[src/rtl/hvsfm_pkg.sv]
// ----------------------------------------------------------------------------
// hvsfm_pkg
// Types and constants shared by the HV supply fault monitor.
// ----------------------------------------------------------------------------
package hvsfm_pkg;

	typedef enum logic [1:0] {
		MODE_TICK   = 2'd0,
		MODE_HV_ON  = 2'd1,
		MODE_HV_OFF = 2'd2,
		MODE_UNUSED = 2'd3
	} mode_t;

	typedef enum logic [1:0] {
		CFG_CURRENT_SETPOINT = 2'd0,
		CFG_VOLTAGE_SETPOINT = 2'd1,
		CFG_DEBUG_BYPASS     = 2'd2,
		CFG_NONE             = 2'd3
	} cfg_idx_t;

	localparam int SAMPLE_W = 10;
	localparam int COUNT_W  = 6;

	localparam logic [COUNT_W-1:0] WINDOW_DEBOUNCE_TICKS = COUNT_W'(50);
	localparam logic [COUNT_W-1:0] TEMP_DEBOUNCE_TICKS   = COUNT_W'(33);

	localparam int PCT_SCALE  = 100;
	localparam int CUR_HI_PCT = 118;
	localparam int CUR_LO_PCT = 82;
	localparam int VLT_HI_PCT = 109;
	localparam int VLT_LO_PCT = 91;

	localparam logic [SAMPLE_W-1:0] TEMP_SET_LIMIT = SAMPLE_W'(333);
	localparam logic [SAMPLE_W-1:0] TEMP_CLR_LIMIT = SAMPLE_W'(330);

	localparam logic [7:0] ALARM_MAX = 8'd200;

	localparam logic [7:0] FAULT_TEMP    = 8'h02;
	localparam logic [7:0] FAULT_HIGH_MA = 8'h08;
	localparam logic [7:0] FAULT_LOW_MA  = 8'h10;
	localparam logic [7:0] FAULT_LOW_KV  = 8'h20;
	localparam logic [7:0] FAULT_HIGH_KV = 8'h40;
	localparam logic [7:0] FAULT_TEMP_CLR_MASK = 8'hfd;

	typedef struct packed {
		logic [1:0]          mode;
		logic [SAMPLE_W-1:0] current_sample;
		logic [SAMPLE_W-1:0] voltage_sample;
		logic [SAMPLE_W-1:0] temp_sample;
	} item_t;

	typedef struct packed {
		logic       hv_enable;
		logic       xray_led;
		logic       oc_led;
		logic       uc_led;
		logic       ov_led;
		logic       uv_led;
		logic       ot_led;
		logic [7:0] fault_code;
		logic [7:0] alarm_count;
		logic       clear_open_count;
		logic       clear_xray_timers;
	} result_t;

	typedef struct packed {
		logic [SAMPLE_W-1:0] current_setpoint;
		logic [SAMPLE_W-1:0] voltage_setpoint;
		logic                debug_bypass;
	} cfg_regs_t;

endpackage

[src/rtl/hvsfm_item_if.sv]
// ----------------------------------------------------------------------------
// hvsfm_item_if
// Valid/ready channel carrying one monitor input item.
// ----------------------------------------------------------------------------
interface hvsfm_item_if;
	import hvsfm_pkg::*;

	logic  valid;
	logic  ready;
	item_t data;

	modport source (output valid, output data, input ready);
	modport sink (input valid, input data, output ready);
endinterface

[src/rtl/hvsfm_result_if.sv]
// ----------------------------------------------------------------------------
// hvsfm_result_if
// Valid/ready channel carrying one monitor result item.
// ----------------------------------------------------------------------------
interface hvsfm_result_if;
	import hvsfm_pkg::*;

	logic    valid;
	logic    ready;
	result_t data;

	modport source (output valid, output data, input ready);
	modport sink (input valid, input data, output ready);
endinterface

[src/rtl/hvsfm_cfg_if.sv]
// ----------------------------------------------------------------------------
// hvsfm_cfg_if
// Register write channel: index and write data under valid/ready.
// ----------------------------------------------------------------------------
interface hvsfm_cfg_if;
	import hvsfm_pkg::*;

	logic                valid;
	logic                ready;
	logic [1:0]          index;
	logic [SAMPLE_W-1:0] data;

	modport source (output valid, output index, output data, input ready);
	modport sink (input valid, input index, input data, output ready);
endinterface

[src/rtl/hv_supply_fault_monitor_unit.sv]
// ----------------------------------------------------------------------------
// hv_supply_fault_monitor_unit
// Protection monitor for a high-voltage supply: window, temperature and
// command handling with latched fault indicators.
// ----------------------------------------------------------------------------
// Each accepted item yields exactly one result. An item is registered on
// acceptance and its result is registered from it once the result stage can advance,
// and a new item is taken every cycle while the result side keeps up;
// the whole update is one pass of compares and counters over the item
// register. Setpoints and the bypass bit are written through cfg, always
// ready, and should only change while no item is in flight.
module hv_supply_fault_monitor_unit (
	input logic           clk,
	input logic           arst_n,
	hvsfm_item_if.sink    item,
	hvsfm_result_if.source result,
	hvsfm_cfg_if.sink     cfg
);
	import hvsfm_pkg::*;

	logic      valid_s1;
	item_t     item_s1;
	logic      res_valid_q;
	result_t   res_q;
	result_t   core_res;
	cfg_regs_t regs_q;
	logic      advance, step;

	assign advance    = !res_valid_q || result.ready;
	assign step       = valid_s1 && advance;
	assign item.ready = !valid_s1 || advance;
	assign cfg.ready  = 1'b1;

	always_ff @(posedge clk or negedge arst_n) begin
		if (!arst_n) begin
			valid_s1 <= 1'b0;
		end else if (item.ready) begin
			valid_s1 <= item.valid;
		end
	end

	always_ff @(posedge clk) begin
		if (item.ready && item.valid) begin
			item_s1 <= item.data;
		end
	end

	always_ff @(posedge clk or negedge arst_n) begin
		if (!arst_n) begin
			res_valid_q <= 1'b0;
		end else if (step) begin
			res_valid_q <= 1'b1;
		end else if (result.ready) begin
			res_valid_q <= 1'b0;
		end
	end

	always_ff @(posedge clk) begin
		if (step) begin
			res_q <= core_res;
		end
	end

	always_ff @(posedge clk or negedge arst_n) begin
		if (!arst_n) begin
			regs_q <= '0;
		end else if (cfg.valid) begin
			case (cfg_idx_t'(cfg.index))
				CFG_CURRENT_SETPOINT: regs_q.current_setpoint <= cfg.data;
				CFG_VOLTAGE_SETPOINT: regs_q.voltage_setpoint <= cfg.data;
				CFG_DEBUG_BYPASS:     regs_q.debug_bypass     <= cfg.data[0];
				default: begin
				end
			endcase
		end
	end

	hvsfm_core u_core (
		.clk    (clk),
		.arst_n (arst_n),
		.step   (step),
		.item   (item_s1),
		.regs   (regs_q),
		.res    (core_res)
	);

	assign result.valid = res_valid_q;
	assign result.data  = res_q;

	a_xray_clear_hv_off: assert property (@(posedge clk) disable iff (!arst_n)
		result.valid && result.data.clear_xray_timers |-> !result.data.hv_enable)
		else $error("x-ray timer clear with HV on");

	a_alarm_saturates: assert property (@(posedge clk) disable iff (!arst_n)
		result.valid |-> result.data.alarm_count <= ALARM_MAX)
		else $error("alarm count above saturation");

	a_stall_only_on_backpressure: assert property (@(posedge clk) disable iff (!arst_n)
		!item.ready |-> result.valid && !result.ready)
		else $error("input stalled without output backpressure");
endmodule

[src/rtl/hvsfm_core.sv]
// ----------------------------------------------------------------------------
// hvsfm_core
// Monitor state and single-pass update for one item.
// ----------------------------------------------------------------------------
module hvsfm_core (
	input  logic                 clk,
	input  logic                 arst_n,
	input  logic                 step,
	input  hvsfm_pkg::item_t     item,
	input  hvsfm_pkg::cfg_regs_t regs,
	output hvsfm_pkg::result_t   res
);
	import hvsfm_pkg::*;

	localparam int I_OC = 0;
	localparam int I_UC = 1;
	localparam int I_OV = 2;
	localparam int I_UV = 3;
	localparam int I_OT = 4;
	localparam int PROD_W = 17;

	typedef struct packed {
		logic [COUNT_W-1:0] cnt;
		logic               hit;
	} deb_t;

	function automatic deb_t debounce(input logic [COUNT_W-1:0] cnt, input logic cond,
	                                  input logic [COUNT_W-1:0] limit);
		deb_t               r;
		logic [COUNT_W-1:0] inc;
		inc = cnt + COUNT_W'(1);
		r.hit = 1'b0;
		r.cnt = '0;
		if (cond) begin
			if (inc >= limit) begin
				r.hit = 1'b1;
			end else begin
				r.cnt = inc;
			end
		end
		return r;
	endfunction

	logic               hv_on_q, xray_q;
	logic [COUNT_W-1:0] oc_cnt_q, uc_cnt_q, ov_cnt_q, uv_cnt_q, hot_cnt_q, cool_cnt_q;
	logic [3:0]         pend_q;
	logic [7:0]         alarm_q, fault_q;
	logic [4:0]         led_q;

	logic               hv_d, xray_d;
	logic [COUNT_W-1:0] oc_cnt_d, uc_cnt_d, ov_cnt_d, uv_cnt_d, hot_cnt_d, cool_cnt_d;
	logic [3:0]         pend_d;
	logic [7:0]         alarm_d, fault_d;
	logic [4:0]         led_d;
	logic               clr_open, clr_xray;

	logic [SAMPLE_W:0]  cur_p1, vlt_p1;
	logic               oc_cond, uc_cond, ov_cond, uv_cond;
	deb_t               oc_r, uc_r, ov_r, uv_r;
	logic [COUNT_W-1:0] hot_inc, cool_inc;

	assign cur_p1 = {1'b0, item.current_sample} + (SAMPLE_W+1)'(1);
	assign vlt_p1 = {1'b0, item.voltage_sample} + (SAMPLE_W+1)'(1);

	// x >= floor(p/100) <=> (x+1)*100 > p ; x <= floor(p/100) <=> x*100 <= p
	assign oc_cond = (PROD_W'(cur_p1) * PROD_W'(PCT_SCALE))
	                 > (PROD_W'(regs.current_setpoint) * PROD_W'(CUR_HI_PCT));
	assign uc_cond = (PROD_W'(item.current_sample) * PROD_W'(PCT_SCALE))
	                 <= (PROD_W'(regs.current_setpoint) * PROD_W'(CUR_LO_PCT));
	assign ov_cond = (PROD_W'(vlt_p1) * PROD_W'(PCT_SCALE))
	                 > (PROD_W'(regs.voltage_setpoint) * PROD_W'(VLT_HI_PCT));
	assign uv_cond = (PROD_W'(item.voltage_sample) * PROD_W'(PCT_SCALE))
	                 <= (PROD_W'(regs.voltage_setpoint) * PROD_W'(VLT_LO_PCT));

	assign oc_r = debounce(oc_cnt_q, oc_cond, WINDOW_DEBOUNCE_TICKS);
	assign uc_r = debounce(uc_cnt_q, uc_cond, WINDOW_DEBOUNCE_TICKS);
	assign ov_r = debounce(ov_cnt_q, ov_cond, WINDOW_DEBOUNCE_TICKS);
	assign uv_r = debounce(uv_cnt_q, uv_cond, WINDOW_DEBOUNCE_TICKS);

	assign hot_inc  = hot_cnt_q + COUNT_W'(1);
	assign cool_inc = cool_cnt_q + COUNT_W'(1);

	always_comb begin
		hv_d       = hv_on_q;
		xray_d     = xray_q;
		oc_cnt_d   = oc_cnt_q;
		uc_cnt_d   = uc_cnt_q;
		ov_cnt_d   = ov_cnt_q;
		uv_cnt_d   = uv_cnt_q;
		hot_cnt_d  = hot_cnt_q;
		cool_cnt_d = cool_cnt_q;
		pend_d     = pend_q;
		alarm_d    = alarm_q;
		fault_d    = fault_q;
		led_d      = led_q;
		clr_open   = 1'b0;
		clr_xray   = 1'b0;

		case (mode_t'(item.mode))
			MODE_TICK: begin
				if (|pend_q) begin
					alarm_d = (alarm_q >= ALARM_MAX - 8'd1) ? ALARM_MAX : alarm_q + 8'd1;
				end
				if (!regs.debug_bypass) begin
					if (hv_on_q) begin
						oc_cnt_d = oc_r.cnt;
						uc_cnt_d = uc_r.cnt;
						ov_cnt_d = ov_r.cnt;
						uv_cnt_d = uv_r.cnt;
						if (oc_r.hit || ov_r.hit || uv_r.hit) begin
							hv_d = 1'b0;
						end
						if (oc_r.hit) begin
							pend_d[I_OC] = ~pend_q[I_OC];
							if (pend_q[I_OC]) begin
								clr_open   = 1'b1;
								fault_d    = fault_d | FAULT_HIGH_MA;
								led_d[I_OC] = 1'b1;
							end
						end
						if (uc_r.hit) begin
							pend_d[I_UC] = ~pend_q[I_UC];
							if (pend_q[I_UC]) begin
								fault_d    = fault_d | FAULT_LOW_MA;
								led_d[I_UC] = 1'b1;
							end
						end
						if (ov_r.hit) begin
							pend_d[I_OV] = ~pend_q[I_OV];
							if (pend_q[I_OV]) begin
								clr_open   = 1'b1;
								fault_d    = fault_d | FAULT_HIGH_KV;
								led_d[I_OV] = 1'b1;
							end
						end
						if (uv_r.hit) begin
							pend_d[I_UV] = ~pend_q[I_UV];
							if (pend_q[I_UV]) begin
								clr_open   = 1'b1;
								fault_d    = fault_d | FAULT_LOW_KV;
								led_d[I_UV] = 1'b1;
							end
						end
					end else begin
						oc_cnt_d = '0;
						uc_cnt_d = '0;
						ov_cnt_d = '0;
						uv_cnt_d = '0;
					end
				end
				xray_d   = hv_d;
				clr_xray = ~hv_d;
				if (item.temp_sample >= TEMP_SET_LIMIT) begin
					if (hot_inc >= TEMP_DEBOUNCE_TICKS) begin
						hot_cnt_d   = '0;
						fault_d     = fault_d | FAULT_TEMP;
						led_d[I_OT] = 1'b1;
						hv_d        = 1'b0;
					end else begin
						hot_cnt_d = hot_inc;
					end
				end else if (item.temp_sample <= TEMP_CLR_LIMIT) begin
					if (cool_inc >= TEMP_DEBOUNCE_TICKS) begin
						cool_cnt_d  = '0;
						fault_d     = fault_d & FAULT_TEMP_CLR_MASK;
						led_d[I_OT] = 1'b0;
					end else begin
						cool_cnt_d = cool_inc;
					end
				end
			end
			MODE_HV_ON: begin
				hv_d = 1'b1;
			end
			MODE_HV_OFF: begin
				alarm_d  = '0;
				pend_d   = '0;
				clr_open = 1'b1;
				hv_d     = 1'b0;
			end
			default: begin
			end
		endcase
	end

	always_ff @(posedge clk or negedge arst_n) begin
		if (!arst_n) begin
			hv_on_q    <= 1'b0;
			xray_q     <= 1'b0;
			oc_cnt_q   <= '0;
			uc_cnt_q   <= '0;
			ov_cnt_q   <= '0;
			uv_cnt_q   <= '0;
			hot_cnt_q  <= '0;
			cool_cnt_q <= '0;
			pend_q     <= '0;
			alarm_q    <= '0;
			fault_q    <= '0;
			led_q      <= '0;
		end else if (step) begin
			hv_on_q    <= hv_d;
			xray_q     <= xray_d;
			oc_cnt_q   <= oc_cnt_d;
			uc_cnt_q   <= uc_cnt_d;
			ov_cnt_q   <= ov_cnt_d;
			uv_cnt_q   <= uv_cnt_d;
			hot_cnt_q  <= hot_cnt_d;
			cool_cnt_q <= cool_cnt_d;
			pend_q     <= pend_d;
			alarm_q    <= alarm_d;
			fault_q    <= fault_d;
			led_q      <= led_d;
		end
	end

	always_comb begin
		res.hv_enable         = hv_d;
		res.xray_led          = xray_d;
		res.oc_led            = led_d[I_OC];
		res.uc_led            = led_d[I_UC];
		res.ov_led            = led_d[I_OV];
		res.uv_led            = led_d[I_UV];
		res.ot_led            = led_d[I_OT];
		res.fault_code        = fault_d;
		res.alarm_count       = alarm_d;
		res.clear_open_count  = clr_open;
		res.clear_xray_timers = clr_xray;
	end
endmodule
[src/flat_wrapper.sv]
// flat-port wrapper written by rule: the top's interface ports become plain ports
module hv_supply_fault_monitor_unit_flat import hvsfm_pkg::*;
  (clk, arst_n, item_valid, item_data, item_ready, result_valid, result_data, result_ready, cfg_valid, cfg_index, cfg_data, cfg_ready);
  hvsfm_item_if item_i ();
  hvsfm_result_if result_i ();
  hvsfm_cfg_if cfg_i ();
  input logic clk;
  input logic arst_n;
  input wire logic [$bits(item_i.valid)-1:0] item_valid;
  input wire logic [$bits(item_i.data)-1:0] item_data;
  output wire logic [$bits(item_i.ready)-1:0] item_ready;
  output wire logic [$bits(result_i.valid)-1:0] result_valid;
  output wire logic [$bits(result_i.data)-1:0] result_data;
  input wire logic [$bits(result_i.ready)-1:0] result_ready;
  input wire logic [$bits(cfg_i.valid)-1:0] cfg_valid;
  input wire logic [$bits(cfg_i.index)-1:0] cfg_index;
  input wire logic [$bits(cfg_i.data)-1:0] cfg_data;
  output wire logic [$bits(cfg_i.ready)-1:0] cfg_ready;
  assign item_i.valid = item_valid;
  assign item_i.data = item_data;
  assign item_ready = item_i.ready;
  assign result_valid = result_i.valid;
  assign result_data = result_i.data;
  assign result_i.ready = result_ready;
  assign cfg_i.valid = cfg_valid;
  assign cfg_i.index = cfg_index;
  assign cfg_i.data = cfg_data;
  assign cfg_ready = cfg_i.ready;
  hv_supply_fault_monitor_unit u_core (.clk(clk), .arst_n(arst_n), .item(item_i), .result(result_i), .cfg(cfg_i));
endmodule
[config.mk]
export PLATFORM = sky130hd
export DESIGN_NAME = hv_supply_fault_monitor_unit_flat
export DESIGN_NICKNAME = d
export VERILOG_FILES = /design/src/rtl/hvsfm_pkg.sv /design/src/rtl/hvsfm_item_if.sv /design/src/rtl/hvsfm_result_if.sv /design/src/rtl/hvsfm_cfg_if.sv /design/src/rtl/hv_supply_fault_monitor_unit.sv /design/src/rtl/hvsfm_core.sv /design/src/flat_wrapper.sv
export SDC_FILE = /design/constraint.sdc
export NUM_CORES = 1
export LEC_CHECK = 0
export BUFFER_PORTS_ARGS = -buffer_cell sky130_fd_sc_hd__buf_2
export CAP_MARGIN = 20
export CORE_ASPECT_RATIO = 0.8
export CORE_MARGIN = 10
export CORE_UTILIZATION = 37
export CTS_CLUSTER_SIZE = 24
export DETAILED_ROUTE_END_ITERATION = 8
export PLACE_DENSITY = 0.61
export SLEW_MARGIN = 20
export SYNTH_ARGS = -nofsm -noshare
export SYNTH_HDL_FRONTEND = slang
export SYNTH_HIERARCHICAL = 1
export SYNTH_SLANG_ARGS = --single-unit
[constraint.sdc]
create_clock -name clk -period 6.2 [get_ports clk]
set_input_delay 1.24 -clock clk [delete_from_list [all_inputs] [get_ports clk]]
set_output_delay 1.24 -clock clk [all_outputs]
set_load 0.005 [all_outputs]
=== Yosys cells after proc, flatten, opt, wreduce, memory -nomap -nowiden ===
Cells that the tools add are included.

* Flip-flop bits (word level): 143
* Input bits: 49
* Output and inout port bits: 28
* Logic and storage cells: 182

* $add $sub $neg: 9
* Multiply operators: 8
* $lt $le $gt $ge: 13
* Eq/ne operators: 10
* Muxes and demuxes: 77
* Bitwise gates (word level): 7
* Reduce and logical (&&, ||, !) cells: 23

{| class="wikitable"
|+ Operator list
! cell !! number
|-
| two-way mux 6 bit || 12
|-
| two-way mux 7 bit || 9
|-
| two-way mux 1 bit || 37
|-
| adder 6 x 1 -> 6 bit, second input constant || 6
|-
| greater-or-equal comparator 6 bit, second input constant || 6
|-
| > comparator 17 bit || 2
|-
| less-or-equal comparator 17 bit || 2
|-
| multiplier 10 x 7 -> 17 bit, second input constant || 2
|-
| multiplier 10 x 6 -> 16 bit, second input constant || 2
|-
| multiplier 10 x 5 -> 15 bit, second input constant || 2
|-
| multiplier 11 x 5 -> 15 bit, second input constant || 2
|-
| two-way mux 4 bit || 6
|-
| adder 10 x 1 -> 11 bit, second input constant || 2
|-
| AND reduction 5 bit || 4
|-
| two-way mux 8 bit || 2
|-
| one-hot mux 8 bit (2 select lines) || 1
|-
| two-way mux 5 bit || 3
|-
| != test 2 bit, second input constant || 6
|-
| greater-or-equal comparator 10 x 9 -> 1 bit, second input constant || 1
|-
| less-or-equal comparator 10 x 9 -> 1 bit, second input constant || 1
|-
| adder 8 x 1 -> 8 bit, second input constant || 1
|-
| greater-or-equal comparator 8 bit, second input constant || 1
|-
| two-way mux 2 bit || 4
|-
| one-hot mux 4 bit (2 select lines) || 1
|-
| 14 further kinds || 32
|}

=== Depth between registers and ports, before layout ===
* Depth after elaboration: 17
* Mapped depth: 26
* Depth with buffers taken out: 24

=== By module ===
The synthesis kept the hierarchy.

{| class="wikitable"
|+ Modules (own cells, without submodules)
! module !! times used !! cells each !! area each (um^2) !! seq. area each (um^2)
|-
| hvsfm_core || 1 || 1731 || 14432.6 || 1501.4
|-
| hv_supply_fault_monitor_unit || 1 || 114 || 2661.3 || 2287.2
|}

=== Worst setup path after synthesis ===
No wires, ideal clock.

* Path kind: register to register
* Start: register u_core/regs_q[6] (netlist name)
* End: register u_core.res_q (netlist bit u_core/result.data[0]) (data pin)
* Arrival time: 5.812 ns
* Data required time: 5.949 ns
* Slack: 0.137 ns
* Stages on the path, launching flop included: 24
* Clock period less this slack: 6.063 ns
* Cells stage by stage: dfrtp_1 -> ha_1 -> inv_1 -> fa_1 -> inv_1 -> fa_1 -> inv_1 -> fa_1 -> inv_1 -> ha_1 -> or2_2 -> a21oi_1 -> a21oi_1 -> a41o_1 -> o211ai_1 -> xor2_1 -> ha_1 -> nand4_1 -> nor4_1 -> nand3_1 -> and3b_4 -> a2111o_1 -> and2_2 -> buf_4

* Longest elaborated chain between the ends: 10

{| class="wikitable"
|+ Ends and longest elaborated chain
! what !! line !! text
|-
| start: declaration || hv_supply_fault_monitor_unit.sv:26 || <nowiki>cfg_regs_t regs_q;</nowiki>
|-
| multiplier 10 x 7 -> 17 bit || hvsfm_core.sv:71 || <nowiki>> (PROD_W'(regs.voltage_setpoint) * PROD_W'(VLT_HI_PCT));</nowiki>
|-
| > comparator 17 bit || hvsfm_core.sv:71 ||
|-
| two-way mux 7 bit || hvsfm_core.sv:34 || <nowiki>if (cond) begin</nowiki>
|-
| logical OR 1 bit || hvsfm_core.sv:110 || <nowiki>if (oc_r.hit || ov_r.hit || uv_r.hit) begin</nowiki>
|-
| logical OR 1 bit * || hvsfm_core.sv:110 ||
|-
| two-way mux 1 bit * || hvsfm_core.sv:110 ||
|-
| two-way mux 1 bit * || hvsfm_core.sv:105 || <nowiki>if (hv_on_q) begin</nowiki>
|-
| two-way mux 1 bit * || hvsfm_core.sv:104 || <nowiki>if (!regs.debug_bypass) begin</nowiki>
|-
| two-way mux 1 bit * || hvsfm_core.sv:99 || <nowiki>case (mode_t'(item.mode))</nowiki>
|-
| inverter 1 bit * || hvsfm_core.sv:152 || <nowiki>clr_xray = ~hv_d;</nowiki>
|-
| end signal: assignment || hv_supply_fault_monitor_unit.sv:60 || <nowiki>res_q <= core_res;</nowiki>
|-
| end: declaration || hv_supply_fault_monitor_unit.sv:24 || <nowiki>result_t res_q;</nowiki>
|}

Every way passes the cells marked *; elsewhere a longest branch is shown, timed or not. The select of a mux whose other input is x is not followed.
A chain may end at the register's enable or synchronous reset.

=== Worst setup path after layout ===
* Start: register u_core/regs_q[7] (netlist name)
* End: register u_core.res_q (netlist bit u_core/result.data[0]) (data pin)

Same word-level chain as after synthesis.

==> impl_results.rst <==
.. list-table::
   :header-rows: 1

   * - Metric
     - Value
   * - Most common cell after layout, fill and taps aside
     - ha_1
   * - Number of nets in the finished design
     - 2452
   * - Depth of the most critical reg-to-reg path
     - 23
   * - Standard-cell row count
     - 70
   * - Worst hold path cell count
     - 1
   * - Initial core utilization
     - 37.4%
   * - GPL Wtd Cong
     - 0.845
   * - DP Wirelength
     - 30.7 mm
   * - Pin count of the biggest net entering global routing
     - 52
   * - Count of state elements after synthesis
     - 140
   * - Post-DR wirelength/cell
     - 14.4 um
   * - Worst slew slack as a fraction of its limit
     - 27.7%
   * - IO Port Bufs
     - 75
   * - Leading register cell type out of synthesis
     - dfrtp_1
   * - Cell Chain, Critical Path
     - ha_4 -> inv_1 -> fa_1 -> inv_1 -> fa_1 -> inv_1 -> fa_1 -> inv_1 -> ha_1 -> or2_2 -> a21oi_1 -> a21oi_1 -> a41o_1 -> o211ai_1 -> xor2_1 -> ha_1 -> a21oi_2 -> nand2_1 -> a221oi_2 -> o211ai_2 -> and3b_4 -> a2111o_1 -> and2_2
   * - Sequential element share of the synthesized area
     - 22.2%
   * - Mux share of post-synthesis cell area
     - 2.10%
   * - Clk_lat worst skew
     - 0.45 ns
   * - Root buf cell
     - clkbuf_16
   * - Area inside the core boundary
     - 0.0457 mm2
   * - Overflow left after global routing
     - 0
   * - Final number of max-transition violations
     - 0
   * - Syn-to-layout area delta
     - 12.5%
   * - Worst-Margin Slew
     - 1.08 ns
   * - Share of synthesized cell area in and, or, nand and nor gates
     - 12.5%
   * - Via/cell ratio
     - 5.03
   * - Hold Fails Final Rpt
     - 0
   * - Final Routed Wirelength
     - 37.3 mm
   * - Startpoint-to-endpoint class of the critical path
     - register to register
   * - Clock H-tree levels
     - 4
   * - Launch instance of the worst register-to-register path
     - u_core/regs_q[7]
   * - Number of global-route vias before repair
     - 13400
   * - Endpoint of the worst hold-timing path
     - u_core/u_core/led_q[0]
   * - Drt drc
     - 0
   * - Count of endpoints failing setup in the final report
     - 0
   * - Number of standard cells after synthesis
     - 1845
   * - Cell at the slowest stage of the critical path
     - fa_1
   * - Combinational family with the most area after synthesis
     - adder cells
   * - CTS Buf Count
     - 17
   * - Critical register-to-register path endpoint
     - u_core/result.data[0]
   * - Number of synthesis warnings
     - 6
   * - Largest fanout on the critical path
     - 6
   * - Synthesized area
     - 0.0171 mm2
   * - Count of flip-flops with a built-in enable after synthesis
     - 57
   * - Class of the worst hold path
     - register to register
   * - Ratio of final minimum period to clock period
     - 95.9%
   * - Global-route wire length before repair
     - 63.4 mm
   * - Commonest non-fill, non-tap cells in the layout
     - ha_1, inv_1, nand2_1, o21ai_0, fa_1
   * - Worst clock skew
     - 0.0107 ns
   * - Top Ports
     - 77
   * - Die height
     - 212 um
   * - Via count
     - 13000
   * - Number of clock sinks
     - 140
   * - Number of antenna violations at the first check in global routing
     - 0
   * - CP Data Arrival Time
     - 6.15 ns
   * - Initial detailed-routing violation count
     - 643
   * - Max-cap viol count
     - 0
   * - Share of the synthesized area in compound gates (AO/OA/AOI/OAI)
     - 13.5%
   * - CTS tree
     - built
   * - Gr usage total
     - 13.8%
   * - Worst endpoint required time
     - 6.41 ns
   * - Type of destination of the critical path
     - register
   * - Slowest cell delay on critical path
     - 0.52 ns
   * - Average size of a mapped cell
     - 9.26 um2
   * - Final antenna-violating net count
     - 0
   * - CP most frequent cell
     - inv_1
   * - Xor/xnor cell area share of the yosys netlist
     - 4.97%
   * - Clock-pin transition on the worst setup and hold timing paths
     - 0.07 ns
   * - Antenna Diode Count
     - 0
   * - Width of the die
     - 260 um
   * - # placed instances
     - 2544
   * - Layout fillers
     - 4502
   * - Count of cell types in the netlist
     - 74
   * - Launch instance of the worst min-delay path
     - u_core/u_core/led_q[0]
   * - Outcome
     - finished, final reports clean
   * - Full die area
     - 0.0553 mm2
   * - Critical path startpoint category
     - register
   * - Register-to-register setup slack
     - 0.25 ns
   * - Final worst path period need
     - 5.95 ns
   * - Non-filler cells in the finished layout
     - 2581
   * - Post-Synth Adder-Cell Area
     - 36.7%
   * - Share of synthesized registers carrying an async set or reset
     - 59.3%
   * - Longest Clk Path Bufs
     - 2
   * - Number of buffers inserted by hold repair at cts
     - 0
   * - Detailed Routing Iterations Pass 1
     - 7
   * - Maximum frequency from static timing analysis
     - 168 MHz
   * - Fraction of layout instances using a drive strength above 1
     - 12.3%
worst max-delay path, delay by kind of cell, from the launching register on:
family | cells | cell delay [ns]
xor+xnor | 1 | 0.20
flops | 1 | 0.46
buf+inv | 4 | 0.20
fa+ha+maj | 6 | 2.39
compound gates | 8 | 1.64
simple gates | 4 | 0.80
state kept, by name (all words and copies together), names as in the netlist:
signal                    flops
u_core/item_s1               32
u_core/result.data           25
u_core/regs_q                21
u_core/u_core/alarm_q         8
u_core/u_core/cool_cnt_q      6
u_core/u_core/hot_cnt_q       6
u_core/u_core/oc_cnt_q        6
u_core/u_core/ov_cnt_q        6
u_core/u_core/uc_cnt_q        6
u_core/u_core/uv_cnt_q        6
u_core/u_core/fault_q         5
u_core/u_core/led_q           5
u_core/u_core/pend_q          4
u_core/result.valid           1
u_core/u_core/hv_on_q         1
u_core/u_core/xray_q          1
u_core/valid_s1               1
worst max-delay path by stage:
stage | from | end | slack [ns] | depth (start not counted)
after floorplan | u_core/regs_q[6] | u_core/result.data[0] | 0.14 | 23
final | u_core/regs_q[7] | u_core/result.data[0] | 0.25 | 23
after global placement | u_core/regs_q[7] | u_core/result.data[0] | 0.11 | 22
after detailed placement | u_core/regs_q[7] | u_core/result.data[0] | -0.03 | 22
after global routing | u_core/regs_q[14] | u_core/result.data[0] | -0.03 | 23
after CTS | u_core/regs_q[2] | u_core/result.data[0] | 0.0008 | 21
repair_timing:
action                     CTS  global route
setup endpoints to repair    2            28
gates resized for setup      1            50
pin swaps                    0            21
setup buffers                0             5
cells in the mapped netlist, drive strengths merged, types with 14 or more instances:
cell / count / area [um2]
inv: 325 / 1220
o21ai: 98 / 490
nand2b: 25 / 156
clkbuf: 20 / 75.1
a31oi: 19 / 119
and3: 24 / 153
a21oi: 84 / 420
xnor2: 51 / 447
xor2: 46 / 403
o211ai: 16 / 125
nand2: 106 / 398
ha: 357 / 4470
mux2: 25 / 319
nor4: 16 / 100
nor3: 22 / 110
a21o: 30 / 225
edfxtp: 57 / 1710
nand4: 21 / 131
nor2b: 17 / 106
nor2: 68 / 255
dfrtp: 83 / 2080
nand3: 55 / 280
and2: 14 / 88.8
fa: 90 / 1800
metrics by stage:
step           hold WS, ns  util, %  setup WS (ns)  TNS, ns  cell area, um2
6_report             0.447     42.1          0.252        0           19200
4_1_cts              0.451     41.6       0.000846        0           19000
3_5_place_dp         0.437     40.2        -0.0303  -0.0404           18400
3_3_place_gp         0.431     40.2          0.113        0           18400
5_1_grt              0.472     42.1        -0.0305  -0.0664           19200
2_1_floorplan        0.419        -          0.137        0           17100
logic make-up (layout without fill, tap and decap cells):
group / count (synthesis) / after routing
simple gates: 416 / 416
buf+inv: 356 / 478
mux: 29 / 29
xor+xnor: 97 / 97
other cells: 2 / 4
compound gates: 358 / 358
flops: 140 / 140
fa+ha+maj: 447 / 447
per-layer routing:
metal / track usage (%) / part of all wire [%] / up-vias / wire [um]
met5: 0 / 0 / - / 0
met2: 23.4 / 48 / 139 / 17800
met4: 2.94 / 0.85 / 0 / 316
met3: 2.10 / 2.4 / 22 / 898
met1: 18.2 / 49 / 6185 / 18300
li1: - / - / 6624 / -
layout make-up:
type | count | area [um2] | share of cell area [%]
Tap cell | 612 | 766 | 3.98
Multi-Input combinational cell | 1351 | 12100 | 63.0
Timing Repair Buffer | 121 | 723 | 3.76
Clock inverter | 12 | 124 | 0.644
Clock buffer | 20 | 478 | 2.49
Inverter | 325 | 1220 | 6.36
Sequential cell | 140 | 3800 | 19.8
Power is not shown: default switching activity piles up to over one toggle a cycle in this logic, so the estimate is an artifact.
